**config.mk**
```make
export PLATFORM = sky130hd
export DESIGN_NAME = windowed_average_ramp_generator_core
export DESIGN_NICKNAME = d
export VERILOG_FILES = /design/src/hw/rtl/wagr_pkg.sv /design/src/hw/rtl/windowed_average_ramp_generator_core.sv /design/src/hw/rtl/wagr_ram.sv /design/src/hw/rtl/wagr_front.sv /design/src/hw/rtl/wagr_fifo.sv /design/src/hw/rtl/wagr_back.sv
export SDC_FILE = /design/constraint.sdc
export NUM_CORES = 2
export LEC_CHECK = 0
export BUFFER_PORTS_ARGS = -buffer_cell sky130_fd_sc_hd__buf_4
export CAP_MARGIN = 25
export CORE_MARGIN = 1.5
export CORE_UTILIZATION = 40
export DETAILED_ROUTE_END_ITERATION = 10
export PLACE_DENSITY = 0.53
export SLEW_MARGIN = 5
export SYNTH_ARGS = -nofsm -noshare
export SYNTH_HDL_FRONTEND = slang
export SYNTH_SLANG_ARGS = --single-unit
```
**constraint.sdc**
```tcl
create_clock -name clk_i -period 24.1 [get_ports clk_i]
set_input_delay 4.82 -clock clk_i [delete_from_list [all_inputs] [get_ports clk_i]]
set_output_delay 4.82 -clock clk_i [all_outputs]
set_load 0.01 [all_outputs]
```
**src/hw/rtl/wagr_pkg.sv**
```systemverilog
`timescale 1ns / 1ps
// ----------------------------------------------------------------------------
// Windowed average ramp generator package
// Shared widths, register indexes, request types and helper functions.
// ----------------------------------------------------------------------------
package wagr_pkg;

  localparam int MaxWindow  = 64;
  localparam int MaxRamp    = 64;
  localparam int SlotW      = 6;
  localparam int SampleW    = 32;
  localparam int ValW       = 38;
  localparam int CfgW       = 7;
  localparam int CfgIdxW    = 2;
  localparam int AddrW      = $clog2(MaxWindow);
  localparam int PtrW       = $clog2(MaxWindow + 1);
  localparam int DiffW      = ValW + 1;
  localparam int CurW       = ValW + 2;
  localparam int DivBits    = 4;
  localparam int DivIters   = (ValW + DivBits - 1) / DivBits;
  localparam int DivW       = DivIters * DivBits;
  localparam int DivCntW    = $clog2(DivIters);
  localparam int RemW       = CfgW + 1;
  localparam int ShiftW     = $clog2($clog2(MaxRamp) + 1);
  localparam int QueueDepth = 2;
  localparam int QPtrW      = $clog2(QueueDepth);
  localparam int QCntW      = $clog2(QueueDepth + 1);

  typedef enum logic [CfgIdxW-1:0] {
    REG_WINDOW  = 2'd0,
    REG_RAMP    = 2'd1,
    REG_AVERAGE = 2'd2
  } cfg_reg_e;

  typedef struct packed {
    logic [SlotW-1:0]   slot_index;
    logic [SampleW-1:0] sample_value;
    logic [ValW-1:0]    shown_value;
  } in_req_t;

  typedef struct packed {
    logic [ValW-1:0] ramp_value;
    logic            last_of_run;
    logic            index_error;
  } out_req_t;

  typedef struct packed {
    logic [ValW-1:0]         start;
    logic [ValW-1:0]         goal;
    logic signed [DiffW-1:0] step;
    logic [CfgW-1:0]         nramp;
    logic                    err;
  } job_t;

  function automatic logic [CfgW-1:0] eff_window(input logic [CfgW-1:0] v);
    logic [CfgW-1:0] r;
    if (v == '0) begin
      r = CfgW'(1);
    end else if (v > CfgW'(MaxWindow)) begin
      r = CfgW'(MaxWindow);
    end else begin
      r = v;
    end
    return r;
  endfunction

  function automatic logic [CfgW-1:0] eff_ramp(input logic [CfgW-1:0] v);
    logic [CfgW-1:0] r;
    if (v == '0) begin
      r = CfgW'(1);
    end else if (v > CfgW'(MaxRamp)) begin
      r = CfgW'(MaxRamp);
    end else begin
      r = v;
    end
    return r;
  endfunction

  function automatic logic [ShiftW-1:0] floor_log2(input logic [CfgW-1:0] v);
    logic [ShiftW-1:0] r;
    r = '0;
    for (int i = 0; i < CfgW; i++) begin
      if (v[i]) begin
        r = ShiftW'(i);
      end
    end
    return r;
  endfunction

endpackage

```
**src/hw/rtl/windowed_average_ramp_generator_core.sv**
```systemverilog
`timescale 1ns / 1ps
// ----------------------------------------------------------------------------
// Windowed average ramp generator
// Each in-range request stores a sample in a window slot; every request
// emits a ramp from the shown value towards the window sum or average.
// ----------------------------------------------------------------------------
// Requests enter on in_valid_i/in_ready_o; each produces ramp_length results
// on out_valid_o/out_ready_i, the final one marked by last_of_run. The write
// port sets window length, ramp length and average mode and must only be
// used while the block is idle.
// The front end takes one request at a time: slot read, radix-16 division
// in average mode only, difference, hand-off. The ramp unit emits one value
// per cycle while the receiver accepts them.
// Reset clears the window through per-slot valid bits and loads the default
// registers. Writing the window length starts a summing pass over the
// window slots during which no request is taken.
// A stalled receiver holds the output register; a two-entry job queue lets
// the front end keep working until it fills.
// ----------------------------------------------------------------------------
module windowed_average_ramp_generator_core (
  input  logic                         clk_i,
  input  logic                         rst_ni,
  input  logic                         in_valid_i,
  output logic                         in_ready_o,
  input  wagr_pkg::in_req_t            in_req_i,
  output logic                         out_valid_o,
  input  logic                         out_ready_i,
  output wagr_pkg::out_req_t           out_req_o,
  input  logic                         cfg_we_i,
  input  logic [wagr_pkg::CfgIdxW-1:0] cfg_index_i,
  input  logic [wagr_pkg::CfgW-1:0]    cfg_data_i
);

  logic           push_valid, push_ready, pop_valid, pop_ready;
  wagr_pkg::job_t push_job, pop_job;

  wagr_front u_front (
    .clk_i      (clk_i),
    .rst_ni     (rst_ni),
    .in_valid_i (in_valid_i),
    .in_ready_o (in_ready_o),
    .in_req_i   (in_req_i),
    .cfg_we_i   (cfg_we_i),
    .cfg_index_i(cfg_index_i),
    .cfg_data_i (cfg_data_i),
    .job_valid_o(push_valid),
    .job_ready_i(push_ready),
    .job_o      (push_job)
  );

  wagr_fifo u_fifo (
    .clk_i       (clk_i),
    .rst_ni      (rst_ni),
    .push_valid_i(push_valid),
    .push_ready_o(push_ready),
    .push_i      (push_job),
    .pop_valid_o (pop_valid),
    .pop_ready_i (pop_ready),
    .pop_o       (pop_job)
  );

  wagr_back u_back (
    .clk_i      (clk_i),
    .rst_ni     (rst_ni),
    .pop_valid_i(pop_valid),
    .pop_ready_o(pop_ready),
    .pop_i      (pop_job),
    .out_valid_o(out_valid_o),
    .out_ready_i(out_ready_i),
    .out_req_o  (out_req_o)
  );

endmodule

```
**src/hw/rtl/wagr_ram.sv**
```systemverilog
`timescale 1ns / 1ps
// ----------------------------------------------------------------------------
// Generic RAM
// One write port and one read port with registered read data.
// ----------------------------------------------------------------------------
module wagr_ram #(
  parameter int Width = 32,
  parameter int Depth = 64
) (
  input  logic                     clk_i,
  input  logic                     we_i,
  input  logic [$clog2(Depth)-1:0] waddr_i,
  input  logic [Width-1:0]         wdata_i,
  input  logic [$clog2(Depth)-1:0] raddr_i,
  output logic [Width-1:0]         rdata_o
);

  logic [Width-1:0] mem_q [Depth];
  logic [Width-1:0] rdata_q;

  always_ff @(posedge clk_i) begin
    if (we_i) begin
      mem_q[waddr_i] <= wdata_i;
    end
    rdata_q <= mem_q[raddr_i];
  end

  assign rdata_o = rdata_q;

endmodule

```
**src/hw/rtl/wagr_front.sv**
```systemverilog
`timescale 1ns / 1ps
// ----------------------------------------------------------------------------
// Windowed average ramp generator front end
// Takes requests, updates the sample window, forms the target and the ramp
// step, and hands a finished job to the queue.
// ----------------------------------------------------------------------------
module wagr_front (
  input  logic                         clk_i,
  input  logic                         rst_ni,
  input  logic                         in_valid_i,
  output logic                         in_ready_o,
  input  wagr_pkg::in_req_t            in_req_i,
  input  logic                         cfg_we_i,
  input  logic [wagr_pkg::CfgIdxW-1:0] cfg_index_i,
  input  logic [wagr_pkg::CfgW-1:0]    cfg_data_i,
  output logic                         job_valid_o,
  input  logic                         job_ready_i,
  output wagr_pkg::job_t               job_o
);

  typedef enum logic [5:0] {
    ST_IDLE  = 6'b000001,
    ST_SWEEP = 6'b000010,
    ST_READ  = 6'b000100,
    ST_DIV   = 6'b001000,
    ST_DIFF  = 6'b010000,
    ST_PUSH  = 6'b100000
  } front_state_e;

  front_state_e state_q, state_d;

  logic [wagr_pkg::CfgW-1:0]      win_q, win_d, ramp_q, ramp_d;
  logic                           avg_q, avg_d;
  logic [wagr_pkg::MaxWindow-1:0] valid_q, valid_d;
  logic [wagr_pkg::ValW-1:0]      total_q, total_d;
  logic [wagr_pkg::ValW-1:0]      sum_q, sum_d;
  logic [wagr_pkg::PtrW-1:0]      ptr_q, ptr_d;
  logic                           pend_q, pend_d;
  logic [wagr_pkg::AddrW-1:0]     pidx_q, pidx_d;

  logic [wagr_pkg::SlotW-1:0]     slot_q, slot_d;
  logic [wagr_pkg::SampleW-1:0]   sample_q, sample_d;
  logic [wagr_pkg::ValW-1:0]      shown_q, shown_d;
  logic                           err_q, err_d;
  logic [wagr_pkg::ValW-1:0]      target_q, target_d;
  logic [wagr_pkg::DivW-1:0]      quo_q, quo_d;
  logic [wagr_pkg::CfgW-1:0]      rem_q, rem_d;
  logic [wagr_pkg::DivCntW-1:0]   cnt_q, cnt_d;
  logic signed [wagr_pkg::DiffW-1:0] diff_q, diff_d;

  logic [wagr_pkg::CfgW-1:0]      win_eff, ramp_eff, new_win_eff;
  logic [wagr_pkg::SampleW-1:0]   rdata, old_val;
  logic [wagr_pkg::AddrW-1:0]     ram_raddr;
  logic                           ram_we;
  logic [wagr_pkg::RemW-1:0]      div_r;
  logic [wagr_pkg::DivW-1:0]      div_q;
  logic [wagr_pkg::ShiftW-1:0]    halvings;
  logic [wagr_pkg::DiffW-1:0]     lost_mask;
  logic                           lost;
  logic signed [wagr_pkg::DiffW-1:0] step_sh, step_a, step_v;

  assign win_eff     = wagr_pkg::eff_window(win_q);
  assign ramp_eff    = wagr_pkg::eff_ramp(ramp_q);
  assign new_win_eff = wagr_pkg::eff_window(cfg_data_i);
  assign ram_raddr   = (state_q == ST_SWEEP) ? ptr_q[wagr_pkg::AddrW-1:0]
                                             : in_req_i.slot_index;
  assign old_val     = valid_q[slot_q] ? rdata : '0;
  assign in_ready_o  = (state_q == ST_IDLE);

  wagr_ram #(
    .Width(wagr_pkg::SampleW),
    .Depth(wagr_pkg::MaxWindow)
  ) u_ram (
    .clk_i  (clk_i),
    .we_i   (ram_we),
    .waddr_i(slot_q),
    .wdata_i(sample_q),
    .raddr_i(ram_raddr),
    .rdata_o(rdata)
  );

  // Four restoring division steps per cycle.
  always_comb begin
    div_r = {1'b0, rem_q};
    div_q = quo_q;
    for (int j = 0; j < wagr_pkg::DivBits; j++) begin
      div_r = {div_r[wagr_pkg::RemW-2:0], div_q[wagr_pkg::DivW-1]};
      div_q = {div_q[wagr_pkg::DivW-2:0], 1'b0};
      if (div_r >= wagr_pkg::RemW'(win_eff)) begin
        div_r    = div_r - wagr_pkg::RemW'(win_eff);
        div_q[0] = 1'b1;
      end
    end
  end

  // The step is the difference shifted right by floor(log2(ramp length)) bits,
  // truncated towards zero, and at least one in magnitude for nonzero input.
  always_comb begin
    halvings  = wagr_pkg::floor_log2(ramp_eff);
    step_sh   = diff_q >>> halvings;
    lost_mask = (wagr_pkg::DiffW'(1) << halvings) - wagr_pkg::DiffW'(1);
    lost      = |($unsigned(diff_q) & lost_mask);
    step_a    = step_sh + ((diff_q[wagr_pkg::DiffW-1] && lost) ? wagr_pkg::DiffW'(1)
                                                              : wagr_pkg::DiffW'(0));
    step_v    = step_a;
    if (step_a == '0 && diff_q != '0) begin
      step_v = diff_q[wagr_pkg::DiffW-1] ? '1 : wagr_pkg::DiffW'(1);
    end
  end

  always_comb begin
    job_o.start = shown_q;
    job_o.goal  = target_q;
    job_o.step  = step_v;
    job_o.nramp = ramp_eff;
    job_o.err   = err_q;
  end

  always_comb begin
    state_d     = state_q;
    win_d       = win_q;
    ramp_d      = ramp_q;
    avg_d       = avg_q;
    valid_d     = valid_q;
    total_d     = total_q;
    sum_d       = sum_q;
    ptr_d       = ptr_q;
    pend_d      = pend_q;
    pidx_d      = pidx_q;
    slot_d      = slot_q;
    sample_d    = sample_q;
    shown_d     = shown_q;
    err_d       = err_q;
    target_d    = target_q;
    quo_d       = quo_q;
    rem_d       = rem_q;
    cnt_d       = cnt_q;
    diff_d      = diff_q;
    ram_we      = 1'b0;
    job_valid_o = 1'b0;

    case (state_q)
      ST_IDLE: begin
        if (in_valid_i) begin
          slot_d   = in_req_i.slot_index;
          sample_d = in_req_i.sample_value;
          shown_d  = in_req_i.shown_value;
          err_d    = (wagr_pkg::CfgW'(in_req_i.slot_index) >= win_eff);
          state_d  = ST_READ;
        end
      end
      ST_SWEEP: begin
        if (pend_q && valid_q[pidx_q]) begin
          sum_d = sum_q + wagr_pkg::ValW'(rdata);
        end
        if (ptr_q < wagr_pkg::PtrW'(win_eff)) begin
          pend_d = 1'b1;
          pidx_d = ptr_q[wagr_pkg::AddrW-1:0];
          ptr_d  = ptr_q + wagr_pkg::PtrW'(1);
        end else begin
          pend_d = 1'b0;
          if (!pend_q) begin
            total_d = sum_q;
            state_d = ST_IDLE;
          end
        end
      end
      ST_READ: begin
        if (!err_q) begin
          ram_we          = 1'b1;
          valid_d[slot_q] = 1'b1;
          total_d         = total_q - wagr_pkg::ValW'(old_val)
                            + wagr_pkg::ValW'(sample_q);
        end
        if (avg_q) begin
          quo_d   = wagr_pkg::DivW'(total_d);
          rem_d   = '0;
          cnt_d   = '0;
          state_d = ST_DIV;
        end else begin
          target_d = total_d;
          state_d  = ST_DIFF;
        end
      end
      ST_DIV: begin
        quo_d = div_q;
        rem_d = div_r[wagr_pkg::CfgW-1:0];
        cnt_d = cnt_q + wagr_pkg::DivCntW'(1);
        if (cnt_q == wagr_pkg::DivCntW'(wagr_pkg::DivIters - 1)) begin
          target_d = div_q[wagr_pkg::ValW-1:0];
          state_d  = ST_DIFF;
        end
      end
      ST_DIFF: begin
        diff_d  = $signed({1'b0, target_q}) - $signed({1'b0, shown_q});
        state_d = ST_PUSH;
      end
      ST_PUSH: begin
        job_valid_o = 1'b1;
        if (job_ready_i) begin
          state_d = ST_IDLE;
        end
      end
      default: begin
        state_d = ST_IDLE;
      end
    endcase

    if (cfg_we_i) begin
      case (cfg_index_i)
        wagr_pkg::REG_WINDOW: begin
          win_d = cfg_data_i;
          for (int i = 0; i < wagr_pkg::MaxWindow; i++) begin
            if (wagr_pkg::PtrW'(i) >= wagr_pkg::PtrW'(new_win_eff)) begin
              valid_d[i] = 1'b0;
            end
          end
          sum_d   = '0;
          ptr_d   = '0;
          pend_d  = 1'b0;
          state_d = ST_SWEEP;
        end
        wagr_pkg::REG_RAMP: begin
          ramp_d = cfg_data_i;
        end
        wagr_pkg::REG_AVERAGE: begin
          avg_d = cfg_data_i[0];
        end
        default: begin
        end
      endcase
    end
  end

  always_ff @(posedge clk_i or negedge rst_ni) begin
    if (!rst_ni) begin
      state_q <= ST_IDLE;
      win_q   <= wagr_pkg::CfgW'(8);
      ramp_q  <= wagr_pkg::CfgW'(16);
      avg_q   <= 1'b1;
      valid_q <= '0;
      total_q <= '0;
      sum_q   <= '0;
      ptr_q   <= '0;
      pend_q  <= 1'b0;
      cnt_q   <= '0;
    end else begin
      state_q <= state_d;
      win_q   <= win_d;
      ramp_q  <= ramp_d;
      avg_q   <= avg_d;
      valid_q <= valid_d;
      total_q <= total_d;
      sum_q   <= sum_d;
      ptr_q   <= ptr_d;
      pend_q  <= pend_d;
      cnt_q   <= cnt_d;
    end
  end

  always_ff @(posedge clk_i) begin
    pidx_q   <= pidx_d;
    slot_q   <= slot_d;
    sample_q <= sample_d;
    shown_q  <= shown_d;
    err_q    <= err_d;
    target_q <= target_d;
    quo_q    <= quo_d;
    rem_q    <= rem_d;
    diff_q   <= diff_d;
  end

endmodule

```
**src/hw/rtl/wagr_fifo.sv**
```systemverilog
`timescale 1ns / 1ps
// ----------------------------------------------------------------------------
// Windowed average ramp generator job queue
// Short queue of prepared jobs between the front end and the ramp unit.
// ----------------------------------------------------------------------------
module wagr_fifo (
  input  logic           clk_i,
  input  logic           rst_ni,
  input  logic           push_valid_i,
  output logic           push_ready_o,
  input  wagr_pkg::job_t push_i,
  output logic           pop_valid_o,
  input  logic           pop_ready_i,
  output wagr_pkg::job_t pop_o
);

  wagr_pkg::job_t                mem_q [wagr_pkg::QueueDepth];
  logic [wagr_pkg::QPtrW-1:0]    wptr_q, rptr_q;
  logic [wagr_pkg::QCntW-1:0]    cnt_q;
  logic                          push, pop;

  assign push_ready_o = (cnt_q != wagr_pkg::QCntW'(wagr_pkg::QueueDepth));
  assign pop_valid_o  = (cnt_q != '0);
  assign push         = push_valid_i && push_ready_o;
  assign pop          = pop_valid_o && pop_ready_i;
  assign pop_o        = mem_q[rptr_q];

  always_ff @(posedge clk_i or negedge rst_ni) begin
    if (!rst_ni) begin
      wptr_q <= '0;
      rptr_q <= '0;
      cnt_q  <= '0;
    end else begin
      if (push) begin
        wptr_q <= wptr_q + wagr_pkg::QPtrW'(1);
      end
      if (pop) begin
        rptr_q <= rptr_q + wagr_pkg::QPtrW'(1);
      end
      if (push && !pop) begin
        cnt_q <= cnt_q + wagr_pkg::QCntW'(1);
      end else if (pop && !push) begin
        cnt_q <= cnt_q - wagr_pkg::QCntW'(1);
      end
    end
  end

  always_ff @(posedge clk_i) begin
    if (push) begin
      mem_q[wptr_q] <= push_i;
    end
  end

endmodule

```
**src/hw/rtl/wagr_back.sv**
```systemverilog
`timescale 1ns / 1ps
// ----------------------------------------------------------------------------
// Windowed average ramp generator ramp unit
// Steps from the shown value towards the target and drives the output
// register, one ramp value per cycle while the output is not stalled.
// ----------------------------------------------------------------------------
module wagr_back (
  input  logic               clk_i,
  input  logic               rst_ni,
  input  logic               pop_valid_i,
  output logic               pop_ready_o,
  input  wagr_pkg::job_t     pop_i,
  output logic               out_valid_o,
  input  logic               out_ready_i,
  output wagr_pkg::out_req_t out_req_o
);

  wagr_pkg::job_t                   job_q, job_d;
  logic                             busy_q, busy_d;
  logic                             done_q, done_d;
  logic [wagr_pkg::CfgW-1:0]        k_q, k_d;
  logic signed [wagr_pkg::CurW-1:0] cur_q, cur_d;
  logic                             out_valid_q, out_valid_d;
  wagr_pkg::out_req_t               out_q, out_d;

  logic                             adv, emit, last, take;
  logic                             step_pos, step_neg;
  logic signed [wagr_pkg::CurW-1:0] step_x, goal_x, cur_next;
  logic [wagr_pkg::ValW-1:0]        value;
  logic                             reached;

  always_comb begin
    adv      = !out_valid_q || out_ready_i;
    emit     = busy_q && adv;
    last     = (k_q == (job_q.nramp - wagr_pkg::CfgW'(1)));
    take     = pop_valid_i && (!busy_q || (emit && last));
    step_neg = job_q.step[wagr_pkg::DiffW-1];
    step_pos = !step_neg && (job_q.step != '0);
    step_x   = {{(wagr_pkg::CurW - wagr_pkg::DiffW){job_q.step[wagr_pkg::DiffW-1]}},
                job_q.step};
    goal_x   = $signed({{(wagr_pkg::CurW - wagr_pkg::ValW){1'b0}}, job_q.goal});
    cur_next = cur_q + step_x;
    reached  = 1'b0;
    value    = job_q.goal;
    if (!done_q && (step_pos || step_neg)) begin
      if ((step_pos && cur_next < goal_x) || (step_neg && cur_next > goal_x)) begin
        value = cur_next[wagr_pkg::ValW-1:0];
      end else begin
        reached = 1'b1;
      end
    end
  end

  assign pop_ready_o = take;

  always_comb begin
    job_d       = job_q;
    busy_d      = busy_q;
    done_d      = done_q;
    k_d         = k_q;
    cur_d       = cur_q;
    out_valid_d = out_valid_q;
    out_d       = out_q;

    if (emit) begin
      out_valid_d           = 1'b1;
      out_d.ramp_value      = value;
      out_d.last_of_run     = last;
      out_d.index_error     = job_q.err;
      k_d                   = k_q + wagr_pkg::CfgW'(1);
      cur_d                 = cur_next;
      done_d                = done_q || reached;
      if (last) begin
        busy_d = 1'b0;
      end
    end else if (out_ready_i) begin
      out_valid_d = 1'b0;
    end

    if (take) begin
      job_d  = pop_i;
      cur_d  = $signed({{(wagr_pkg::CurW - wagr_pkg::ValW){1'b0}}, pop_i.start});
      k_d    = '0;
      done_d = 1'b0;
      busy_d = 1'b1;
    end
  end

  always_ff @(posedge clk_i or negedge rst_ni) begin
    if (!rst_ni) begin
      busy_q      <= 1'b0;
      out_valid_q <= 1'b0;
      done_q      <= 1'b0;
      k_q         <= '0;
    end else begin
      busy_q      <= busy_d;
      out_valid_q <= out_valid_d;
      done_q      <= done_d;
      k_q         <= k_d;
    end
  end

  always_ff @(posedge clk_i) begin
    job_q <= job_d;
    cur_q <= cur_d;
    out_q <= out_d;
  end

  assign out_valid_o = out_valid_q;
  assign out_req_o   = out_q;

endmodule

```
=== Word-level counts from Yosys, hierarchy flattened ===
Memory sizes are Yosys's and may differ from the RTL's. A register that Yosys moved wholly into a read port is not among the register bits.
Cells that the tools add are included.

* Memories kept: 2
* Word-level logic and storage cells: 361
* Memory bits (writable): 2294
* Output and inout bits: 42
* Register bits after elaboration: 559
* Input bits: 90

* $lt $le $gt $ge: 78
* Multiplexer cells: 157
* Shifts and indexed selects: 2
* Reductions and logical operators: 50
* Add/subtract/negate cells: 19
* Bitwise operators: 2
* Equality and inequality tests: 16

{| class="wikitable"
|+ Memory list
! name !! depth !! bits a word !! rd ports !! clocked after Yosys merged registers in !! write ports !! line !! source
|-
| u_front.u_ram.mem_q || 64 || 32 || 1 || 1 || 1 || wagr_ram.sv:18 || <nowiki>logic [Width-1:0] mem_q [Depth];</nowiki>
|-
| u_fifo.mem_q || 2 || 123 || 1 || 0 || 1 || wagr_fifo.sv:17 || <nowiki>wagr_pkg::job_t mem_q [wagr_pkg::QueueDepth];</nowiki>
|}

{| class="wikitable"
|+ Operators by type and width
! cell !! number
|-
| $mux 38 || 13
|-
| $mux 64 || 4
|-
| $ge 6x7->1 const A || 32
|-
| $pmux 38 s2 || 2
|-
| $mux 7 || 17
|-
| $ge 5x7->1 const A || 16
|-
| $mux 1 || 93
|-
| $pmux 40 s2 || 1
|-
| $mux 39 || 2
|-
| $reduce_bool 39->1 || 2
|-
| $add 38x32->38 || 2
|-
| $or 64x64->64 || 1
|-
| $ge 4x7->1 const A || 8
|-
| $mux 6 || 8
|-
| $add 40x39->40 || 1
|-
| $gt 40x39->1 || 1
|-
| $lt 40x39->1 || 1
|-
| $mux 40 || 1
|-
| $add 39x39->39 || 1
|-
| $and 39x39->39 || 1
|-
| $logic_not 39->1 || 1
|-
| $reduce_or 39->1 || 1
|-
| $shl 1x3->39 const A || 1
|-
| $sshr 39x3->39 || 1
|-
| other kinds (49) || 113
|}

=== Depth between registers and ports, before layout ===
* Depth after elaboration: 19
* Depth in mapped cells: 46
* Depth with buffers taken out: 43

=== Modules after synthesis ===
A second synthesis with hierarchy kept.

* Cells, all modules: 7657
* Area total of the unflattened synthesis: 125406.5 um^2

{| class="wikitable"
|+ By module, submodules not included
! module !! area an instance (um^2) !! instances !! seq. area each (um^2) !! cells an instance
|-
| wagr_ram || 79039.6 || 1 || 62139.6 || 3511
|-
| wagr_front || 27361.2 || 1 || 10550.1 || 2941
|-
| wagr_back || 9694.3 || 1 || 5185.0 || 804
|-
| wagr_fifo || 9311.4 || 1 || 7487.2 || 401
|}

=== Least setup slack after synthesis ===
OpenSTA, ideal clock, no wires.

* Path kind: input-to-reg
* Start point: in in_valid_i
* End point: reg u_front.state_q[2]
* Arrival: 10.637 ns
* Cell stages on the path: 3
* Slack: 13.369 ns
* Path buffers: 0
* Required time: 24.006 ns
* Library setup time: 0.094 ns
* Path through: inv_1 -> nor3_1 -> and3_1

* Longest elaborated chain between the ends: 4

{| class="wikitable"
|+ RTL lines
! what !! line !! source
|-
| start: declaration || windowed_average_ramp_generator_core.sv:23 || <nowiki>input logic in_valid_i,</nowiki>
|-
| $mux 6 * || wagr_front.sv:144 || <nowiki>if (in_valid_i) begin</nowiki>
|-
| $pmux 6 s6 * || wagr_front.sv:142 || <nowiki>case (state_q)</nowiki>
|-
| $mux 6 || wagr_front.sv:210 || <nowiki>case (cfg_index_i)</nowiki>
|-
| $mux 6 * || wagr_front.sv:209 || <nowiki>if (cfg_we_i) begin</nowiki>
|-
| via u_front.state_d[2] || wagr_front.sv:30 || <nowiki>front_state_e state_q, state_d;</nowiki>
|-
| end signal: assignment || wagr_front.sv:248 || <nowiki>state_q <= state_d;</nowiki>
|-
| end: declaration || wagr_front.sv:30 ||
|}

Mark *: on every way through the listed nets, which the timed path passes. The rest lies on a longest branch.
A chain may end at the register's enable or synchronous reset.

=== Worst setup path in the final report ===
* Start point: reg u_front.win_q[1] (netlist name)
* End point: reg u_front.target_q[0] (netlist name) (data pin)

* Longest elaborated chain between the ends: 13
* Elaborated cells on any way between the ends: 17
* Classes of those cells: 3 x add/sub; 5 x order compare; 8 x mux; 1 x reduce/logical

{| class="wikitable"
|+ RTL lines
! what !! line !! source
|-
| start: declaration || wagr_front.sv:32 || <nowiki>logic [wagr_pkg::CfgW-1:0] win_q, win_d, ramp_q, ramp_d;</nowiki>
|-
| start signal: assignment || wagr_front.sv:238 || <nowiki>win_q <= wagr_pkg::CfgW'(8);</nowiki>
|-
| start signal: assignment || wagr_front.sv:249 || <nowiki>win_q <= win_d;</nowiki>
|-
| $gt 7x7->1 || wagr_pkg.sv:59 || <nowiki>end else if (v > CfgW'(MaxWindow)) begin</nowiki>
|-
| $mux 7 || wagr_pkg.sv:59 ||
|-
| $mux 7 * || wagr_pkg.sv:57 || <nowiki>if (v == '0) begin</nowiki>
|-
| $sub 7x7->7 or $ge 8x7->1 (tied branches) || wagr_front.sv:90, wagr_front.sv:89 ||
|-
| $mux 7 || wagr_front.sv:89 || <nowiki>if (div_r >= wagr_pkg::RemW'(win_eff)) begin</nowiki>
|-
| $sub 7x7->7 or $ge 8x7->1 (tied branches) || wagr_front.sv:90, wagr_front.sv:89 ||
|-
| $mux 7 || wagr_front.sv:89 ||
|-
| $sub 7x7->7 or $ge 8x7->1 (tied branches) || wagr_front.sv:90, wagr_front.sv:89 ||
|-
| $mux 7 || wagr_front.sv:89 ||
|-
| $ge 8x7->1 * || wagr_front.sv:89 ||
|-
| $mux 1 * || wagr_front.sv:89 ||
|-
| $mux 38 * || wagr_front.sv:189 || <nowiki>if (cnt_q == wagr_pkg::DivCntW'(wagr_pkg::DivIters - 1)) begin</nowiki>
|-
| $pmux 38 s2 * || wagr_front.sv:142 ||
|-
| end signal: assignment || wagr_front.sv:267 || <nowiki>target_q <= target_d;</nowiki>
|-
| end: declaration || wagr_front.sv:45 || <nowiki>logic [wagr_pkg::ValW-1:0] target_q, target_d;</nowiki>
|}

Mark *: on every way between the ends. The rest lies on a longest branch, timed or not. The select of a mux whose other input is x is not followed.

==> metrics.cfg <==
[status]
status=finished, final reports clean

[cts]
cts_max_path_buffers=4
clk_pin_slew_ns=0.06
htree_levels=5
hold_buffers=0
cts-buffers-inserted=319
ctsResizeCount=0
cts-root-buf=clkbuf_16
cts_setup_buffers=0
clkSinkCount=2885
clk_latency_ns=0.94
cts_tree=yes

[placement]
io_buffers=131
globalplace.congestion=0.931
post_dp_cell_area_mm2=0.133
dpl.hpwl_um=236000

[worst_setup_path]
crit_top_cell=o21ai_0
crit_type=flip-flop to flip-flop
max_stage_delay_ns=0.57
slowest_stage=a211oi_2
cp-start-kind=flip-flop
r2r_start=u_front.win_q[1]$_DFFE_PN0P_
cp_data_arrival_time_ns=11.03
crit_path_end_kind=flip-flop
cp_data_required_time_ns=24.68
crit_start=u_front.win_q[1]$_DFFE_PN0P_
critPathMaxFanout=14
r2r_setup_slack_ns=13.65

[global_route]
grt_overflow=0
first_global_vias=73658
grt_max_degree=125
antenna_found_initial=24
grt.total_usage=0.244
grt_pass1_wl_um=552000

[final_layout]
nNetsFinal=8578
final_area_mm2=0.143
fill_cells=27084
syn2layout_area_growth_pct=13.7
layout-drive-gt1-share=0.200

[routing]
num_vias=73623
dr.first_iter.drc_count=7549
ant_nets=0
via_per_inst=5.83
first_pass_iters=8
routed_wl_um=392000
drc=0
routedWlPerCell_um=31.1

[timing]
setup_viol=0
slew_viol_final=0
tightest_slew_ns=1.14
fin_crit_ns=10.45
rsz0062_at_grt=false
fmax_mhz=95.7
fin_setup_tns_ns=0
fin_crit_sh=0.433
hold_viol_final=0
slew_headroom=0.236
skew_ns=0.0748

[synthesis]
netlist_area_mm2=0.126
synth_compound_area_frac=0.0642
yosys.area_share.simple=0.0667
synth_area_leaders=edfxtp_1 (64%), mux4_2 (9.6%), dfrtp_1 (3.6%), ha_1 (2.3%), nand2_1 (1.9%)
yosys_most_used_dff=edfxtp_1
synth_nets=8286
syn_avg_cell_area_um2=15.9
synth_fa_ha_area_frac=0.0296
synth_top_family_by_area=multiplexers
ys_ff_latch=2885
synth-edff-count=2664
async_flop_share=0.0648
synth.most_common_cell=edfxtp_1
synth_xor_xnor_area_share=0.0145
synth.area.mux_share=0.124
syn_inst=7922
ys_types=99
ys_seq_area_frac=0.680
yosys.area.top_type=edfxtp_1
synth_top_area_share=0.637
synth_commonest_cells=edfxtp_1 (2664), nand2_1 (639), mux4_2 (533), nor2_1 (415), a21oi_1 (335)
yosys_warnings=0

[die]
ioPinCount=132
die_area_mm2=0.317
die_width_um=563
core_mm2=0.312
initial_core_util=0.402
rows=205
die_h_um=563

[min_path]
min-delay-start=u_back.job_q[0]$_DFFE_PP_
min_path_type=flip-flop to flip-flop

[run]
drv_cap=0

[pwr]
peakVddDrop_mv=0.0850
p_leak_nw=49.0
power.density_mw_per_mm2=108
power_mw=15.4

per-layer routing:
layer / up-vias / wire (um) / global-route usage / part of all wire
li1: 31537 / - / - / -
met1: 38689 / 158000 / 0.316 / 0.40
met2: 2719 / 191000 / 0.410 / 0.49
met3: 670 / 24400 / 0.0337 / 0.062
met4: 8 / 18800 / 0.105 / 0.048
met5: - / 55 / 0 / 0.00014
where the power goes:
group | switching, mW | internal (mW)
registers | 0.232 | 5.96
logic | 2.83 | 1.63
clock network | 2.04 | 2.68
total | 5.11 | 10.3
flip-flops by register name, indices dropped and copies added (netlist names), 39 cells and up:
signal,flops
u_front.u_ram.mem_q,2048
u_fifo.mem_q,246
u_front.valid_q,64
u_back.job_q,47
u_back.cur_q,40
u_back.out_req_o,40
u_front.quo_q,40
u_front.diff_q,39
placed cells by master, fill, tap and decap left out, types with 182 or more instances in the layout:
| cell | Yosys | final |
|---|---|---|
| o21ai_0 | 243 | 243 |
| edfxtp_1 | 2664 | 2664 |
| buf_4 | 11 | 355 |
| dfrtp_1 | 183 | 182 |
| a21oi_1 | 335 | 333 |
| inv_1 | 278 | 277 |
| ha_1 | 235 | 235 |
| nand2_1 | 639 | 636 |
| mux4_2 | 533 | 533 |
| nor2_1 | 415 | 350 |
| clkbuf_16 | 0 | 320 |
cell type report:
type | instances | area (um^2) | share of cell area
sequential | 2885 | 85400 | 0.598
multi-input combinational | 4352 | 38200 | 0.268
clock buffer | 390 | 8300 | 0.0581
tap | 4140 | 5180 | 0.0363
timing repair buffer | 377 | 2980 | 0.0209
clock inverter | 187 | 1690 | 0.0119
inverter | 279 | 1050 | 0.00735
antenna | 11 | 27.5 | 0.000193
worst paths after layout:
check                                                end  cells after the start
max in group asynchronous  u_front.valid_q[49]$_DFF_PN0_                      4
min in group asynchronous      u_fifo.rptr_q$_DFFE_PN0P_                      1
max reg2reg                u_front.target_q[0]$_DFFE_PP_                     43
min                        u_back.out_req_o[0]$_DFFE_PP_                      0
max                        u_front.target_q[0]$_DFFE_PP_                     43
min reg2reg                u_back.out_req_o[0]$_DFFE_PP_                      0
critical path: cells and delay by family (launching register included):
family	cells	cell delay, ns
AOI/OAI and AO/OA	24	5.19
muxes	2	0.79
and+or+nand+nor	10	1.84
buffers and inverters	2	0.24
adders and majority gates	5	1.62
DFF	1	0.40
stage by stage:
stage	hold WS, ns	utilization	cells	worst slack, ns
final	0.431	0.458	12621	13.65
after global routing	0.442	0.458	12614	12.84
after CTS	0.433	0.457	12605	13.67
after detailed placement	0.422	0.425	12028	13.05
after global placement	0.408	0.425	12013	13.04
after floorplan	0.400	-	7922	13.37
cells by family (layout without fill, tap and decap cells):
| logic type | Yosys count | after routing |
|---|---|---|
| AOI/OAI and AO/OA | 1233 | 1233 |
| DFF | 2885 | 2885 |
| muxes | 867 | 867 |
| and+or+nand+nor | 1768 | 1768 |
| adders and majority gates | 274 | 274 |
| other | 2 | 13 |
| buffers and inverters | 685 | 1233 |
| xor gates and xnor gates | 208 | 208 |
No activity file was read; power rests on OpenSTA's default activity.
